### src/rtl/core/cms_pkg.sv
// ----------------------------------------------------------------------------
// cms_pkg
// Shared types and constants for the count-min sketch.
// ----------------------------------------------------------------------------
`default_nettype none

package cms_pkg;

    localparam int DEPTH_DEF      = 4;
    localparam int WIDTH_BITS_DEF = 10;

    // Hash takes the column from bit 31 of the row product upwards
    localparam int HASH_SHIFT = 31;
    localparam int COEF_W     = 31;
    localparam int MAX_ROWS   = 4;
    localparam int ROW_SEL_W  = 2;

    localparam int CFG_IDX_W  = 4;
    localparam int CFG_DATA_W = 32;

    localparam logic [CFG_IDX_W-1:0] REG_ROW0_MULT = CFG_IDX_W'(0);
    localparam logic [CFG_IDX_W-1:0] REG_ROW0_ADD  = CFG_IDX_W'(1);
    localparam logic [CFG_IDX_W-1:0] REG_ROW1_MULT = CFG_IDX_W'(2);
    localparam logic [CFG_IDX_W-1:0] REG_ROW1_ADD  = CFG_IDX_W'(3);
    localparam logic [CFG_IDX_W-1:0] REG_ROW2_MULT = CFG_IDX_W'(4);
    localparam logic [CFG_IDX_W-1:0] REG_ROW2_ADD  = CFG_IDX_W'(5);
    localparam logic [CFG_IDX_W-1:0] REG_ROW3_MULT = CFG_IDX_W'(6);
    localparam logic [CFG_IDX_W-1:0] REG_ROW3_ADD  = CFG_IDX_W'(7);

    localparam logic CMD_ADD      = 1'b0;
    localparam logic CMD_ESTIMATE = 1'b1;

    typedef struct packed {
        logic               cmd;
        logic signed [31:0] key;
        logic signed [31:0] increment;
    } in_item_t;

    typedef struct packed {
        logic [31:0] estimate;
        logic [31:0] total;
    } out_item_t;

endpackage

`default_nettype wire

### src/rtl/core/cms_hash.sv
// ----------------------------------------------------------------------------
// cms_hash
// Shared row hash: registered multiply, then add and column select.
// ----------------------------------------------------------------------------
`default_nettype none

module cms_hash #(
    parameter int WIDTH_BITS = cms_pkg::WIDTH_BITS_DEF
) (
    input  wire logic                          aclk,
    input  wire logic [cms_pkg::COEF_W-1:0]    mult_i,
    input  wire logic [cms_pkg::COEF_W-1:0]    add_i,
    input  wire logic signed [31:0]            key_i,
    output logic      [WIDTH_BITS-1:0]         col_o
);
    import cms_pkg::*;

    // Only the bits up to the top of the column matter; the rest wrap away
    localparam int PROD_W = HASH_SHIFT + WIDTH_BITS;

    logic signed [31:0]     mult_s;
    logic signed [63:0]     prod_full;
    logic [PROD_W-1:0]      prod_reg;
    logic [PROD_W-1:0]      sum;
    logic [WIDTH_BITS-1:0]  col_reg;

    // Both operands are 32-bit signed; the product is the full 64 bits
    assign mult_s    = $signed({1'b0, mult_i});
    assign prod_full = 64'(mult_s) * 64'(key_i);
    assign sum       = prod_reg + PROD_W'(add_i);

    always_ff @(posedge aclk) begin
        prod_reg <= prod_full[PROD_W-1:0];
        col_reg  <= sum[HASH_SHIFT +: WIDTH_BITS];
    end

    assign col_o = col_reg;

endmodule

`default_nettype wire

### config.mk
export PLATFORM = sky130hd
export DESIGN_NAME = cms_hash
export DESIGN_NICKNAME = d
export VERILOG_FILES = /design/src/rtl/core/cms_pkg.sv /design/src/rtl/core/cms_hash.sv
export SDC_FILE = /design/constraint.sdc
export NUM_CORES = 2
export LEC_CHECK = 0
export BUFFER_PORTS_ARGS = -buffer_cell sky130_fd_sc_hd__buf_4
export CAP_MARGIN = 30
export CORE_MARGIN = 10
export CORE_UTILIZATION = 30
export CTS_CLUSTER_DIAMETER = 200
export DETAILED_ROUTE_END_ITERATION = 16
export GPL_ROUTABILITY_DRIVEN = 1
export HOLD_SLACK_MARGIN = 0.08
export PLACE_DENSITY = 0.47
export SLEW_MARGIN = 30
export SYNTH_ARGS = -nofsm -noshare
export SYNTH_HDL_FRONTEND = slang
export SYNTH_SLANG_ARGS = --single-unit
### constraint.sdc
create_clock -name aclk -period 8.7 [get_ports aclk]
set_input_delay 0.435 -clock aclk [delete_from_list [all_inputs] [get_ports aclk]]
set_output_delay 0.435 -clock aclk [all_outputs]
set_load 0.1 [all_outputs]
==> results.cfg <==
[flow_run]
max-cap-violations = 0

[routing]
drc_errors = 0
ant_nets = 0
via_count = 17600
wl_per_cell_um = 19.2
routed_wl_um = 75400
vias_per_cell = 4.48
dr.pass1.iters = 5
first_iter_violations = 845

[global_route]
gr-total-overflow = 0
track_usage = 0.157
grt_pass1_vias = 20200
grt_max_degree = 33
antenna_found_initial = 1
grt_first_pass_wirelength_um = 120000

[floorplan]
die_h_um = 314
start_util = 0.303
die_area_um2 = 98300
num_rows = 107
io_pins = 105
die-width_um = 314
fp.coreArea_um2 = 85300

[worst_setup_path]
critPathBufInv = 6
worstSetupStartpoint = key_i[8]
path_cells = buf_4 -> nand2_1 -> fa_1 -> inv_1 -> fa_1 -> fa_1 -> inv_1 -> fa_1 -> inv_1 -> fa_1 -> fa_1 -> fa_1 -> inv_1 -> fa_1 -> inv_1 -> ha_1 -> a21oi_1 -> o21ai_0 -> nor4_2 -> a21oi_1 -> a211o_1 -> o31a_1 -> xnor2_1
critPathKind = in2reg
arrival_ns = 7.27
critPathMaxFanout = 31
slowest_stage = fa_1
start_kind = input pin
regToRegSetupSlack_ns = 6.15
r2r_end = col_o[3]
r2r_cells = 9
critPathMaxStageDelay_ns = 0.59
crit_family = adder cells
critPathCaptureType = flop
cp_data_required_time_ns = 8.86
worstReg2RegStart = prod_reg[29]
crit_top_cell = fa_1

[clock_network]
htreeDepth = 2
numClockSinks = 51
cts_resized = 0
cts_hold_buf = 0
cts_tree = built
cts_buffers = 5
clock_path_buffers = 2
cts_setup_buffers = 0
clock-root-buffer = clkbuf_16
path_clk_slew_ns = 0.07
clock_latency_ns = 0.30

[timing]
fmax_mhz = 141
setup_viol = 0
whs_ns = 0.441
tns_ns = 0
slew_viol_final = 0
period_minus_slack_ns = 7.11
grt_setup_unrepaired = false
slew-limit-headroom = 0.435
period_share = 0.817
hold_viol = 0
tightestPinTransition_ns = 0.842
worst_slack_ns = 1.59
finClkSkew_ns = 0.0100

[finish]
synthToLayoutAreaGrowth_pct = 7.15
finalNetCount = 3723
largest_register_ffs = 41
layout-drive-gt1-share = 0.0464
n_fill_cell = 9050
antennaDiodeCount = 0
final_cell_area_um2 = 27700

[min_path]
min_to = col_o[9]
min_path_type = reg2reg
whs_path_depth = 1
min_from = prod_reg[40]

[place]
place.detailed.hpwl_um = 59900
io_buffers = 104
gp_congestion = 0.833
place_area_um2 = 27500
pre_cts_ws_ns = 1.24

[yosys]
yosysSeqAreaShare = 0.0395
syn_inst = 2810
syn-cell-area_um2 = 25900
synthesis.nets = 3752
syn_avg_cell_area_um2 = 9.20
synthArstFlopShare = 0
ys_seq_elements = 51
synth_edf_count = 0
ys_warn_count = 0
synth_ff_type = dfxtp_1
synth_cell_types = 68

[status]
outcome = complete, no violations
-- kinds of logic after synthesis --
family,Yosys count,synth area share
AOI/OAI and AO/OA,145,0.0413
xor gates and xnor gates,85,0.0288
adders and majority gates,847,0.596
buffers and inverters,820,0.120
DFF,51,0.0395
muxes,1,0.000387
and+or+nand+nor,861,0.175
-- metal layers --
layer,GRT usage,vias up,wire length (µm)
li1,-,8049,-
met1,0.226,9261,37000
met2,0.266,236,35800
met3,0.00630,30,1820
met4,0.0212,0,703
met5,0,-,0
-- area by class of cell --
| type | instances | area (µm²) | share of cell area |
|---|---|---|---|
| Sequential cell | 51 | 1020 | 0.0369 |
| Multi-Input combinational cell | 1939 | 21700 | 0.785 |
| Timing Repair Buffer | 104 | 781 | 0.0282 |
| Inverter | 680 | 2550 | 0.0921 |
| Clock buffer | 6 | 139 | 0.00501 |
| Tap cell | 1144 | 1430 | 0.0517 |
| Clock inverter | 2 | 38.8 | 0.00140 |
-- stage by stage --
step,utilization,instances
after floorplan,-,2810
after global placement,0.323,3918
after detailed placement,0.323,3918
after CTS,0.325,3926
after global routing,0.325,3926
final,0.325,3926
-- cells in the final DEF, fill, tap and decap left out, types with 8 or more instances in the layout --
master and n:
nor3_1 9, xnor2_1 68, nand2_1 327, a21o_1 25, nor2b_1 9, dfxtp_1 51
a211oi_1 9, buf_4 104, a21oi_1 31, o21ai_0 11, and2_1 447, ha_1 207
inv_1 680, nand2b_1 8, nor2_1 26, xor2_1 17, fa_1 640
-- cells in the mapped netlist, types with 8 or more instances --
cell / instances / share of area
xnor2_1: 68 / 0.023
a21o_1: 25 / 0.0073
a211oi_1: 9 / 0.0026
dfxtp_1: 51 / 0.039
nor3_1: 9 / 0.0017
nor2b_1: 9 / 0.0022
nand2_1: 327 / 0.047
o21ai_0: 11 / 0.0021
inv_1: 680 / 0.099
nand2b_1: 8 / 0.0019
clkbuf_1: 137 / 0.020
nor2_1: 26 / 0.0038
a21oi_1: 31 / 0.0060
xor2_1: 17 / 0.0058
and2_1: 447 / 0.11
fa_1: 640 / 0.50
ha_1: 207 / 0.10
-- worst reg2reg max path: cells and delay by family, from the launching register on --
| kind | cells | cell delay, ns |
|---|---|---|
| xor gates and xnor gates | 1 | 0.15 |
| DFF | 1 | 0.30 |
| AOI/OAI and AO/OA | 5 | 1.22 |
| adders and majority gates | 1 | 0.31 |
| and+or+nand+nor | 2 | 0.46 |
-- worst max-delay path by stage --
stage	to	depth (start not counted)	slack, ns
global route	prod_reg[40]	24	1.23
finish	prod_reg[40]	23	1.59
CTS	prod_reg[40]	23	1.58
global placement	prod_reg[40]	23	1.27
detailed placement	prod_reg[40]	24	1.24
floorplan	prod_reg[40]	24	1.77
Power is not shown: default switching activity piles up to over one toggle a cycle in this logic, so the estimate is an artifact.
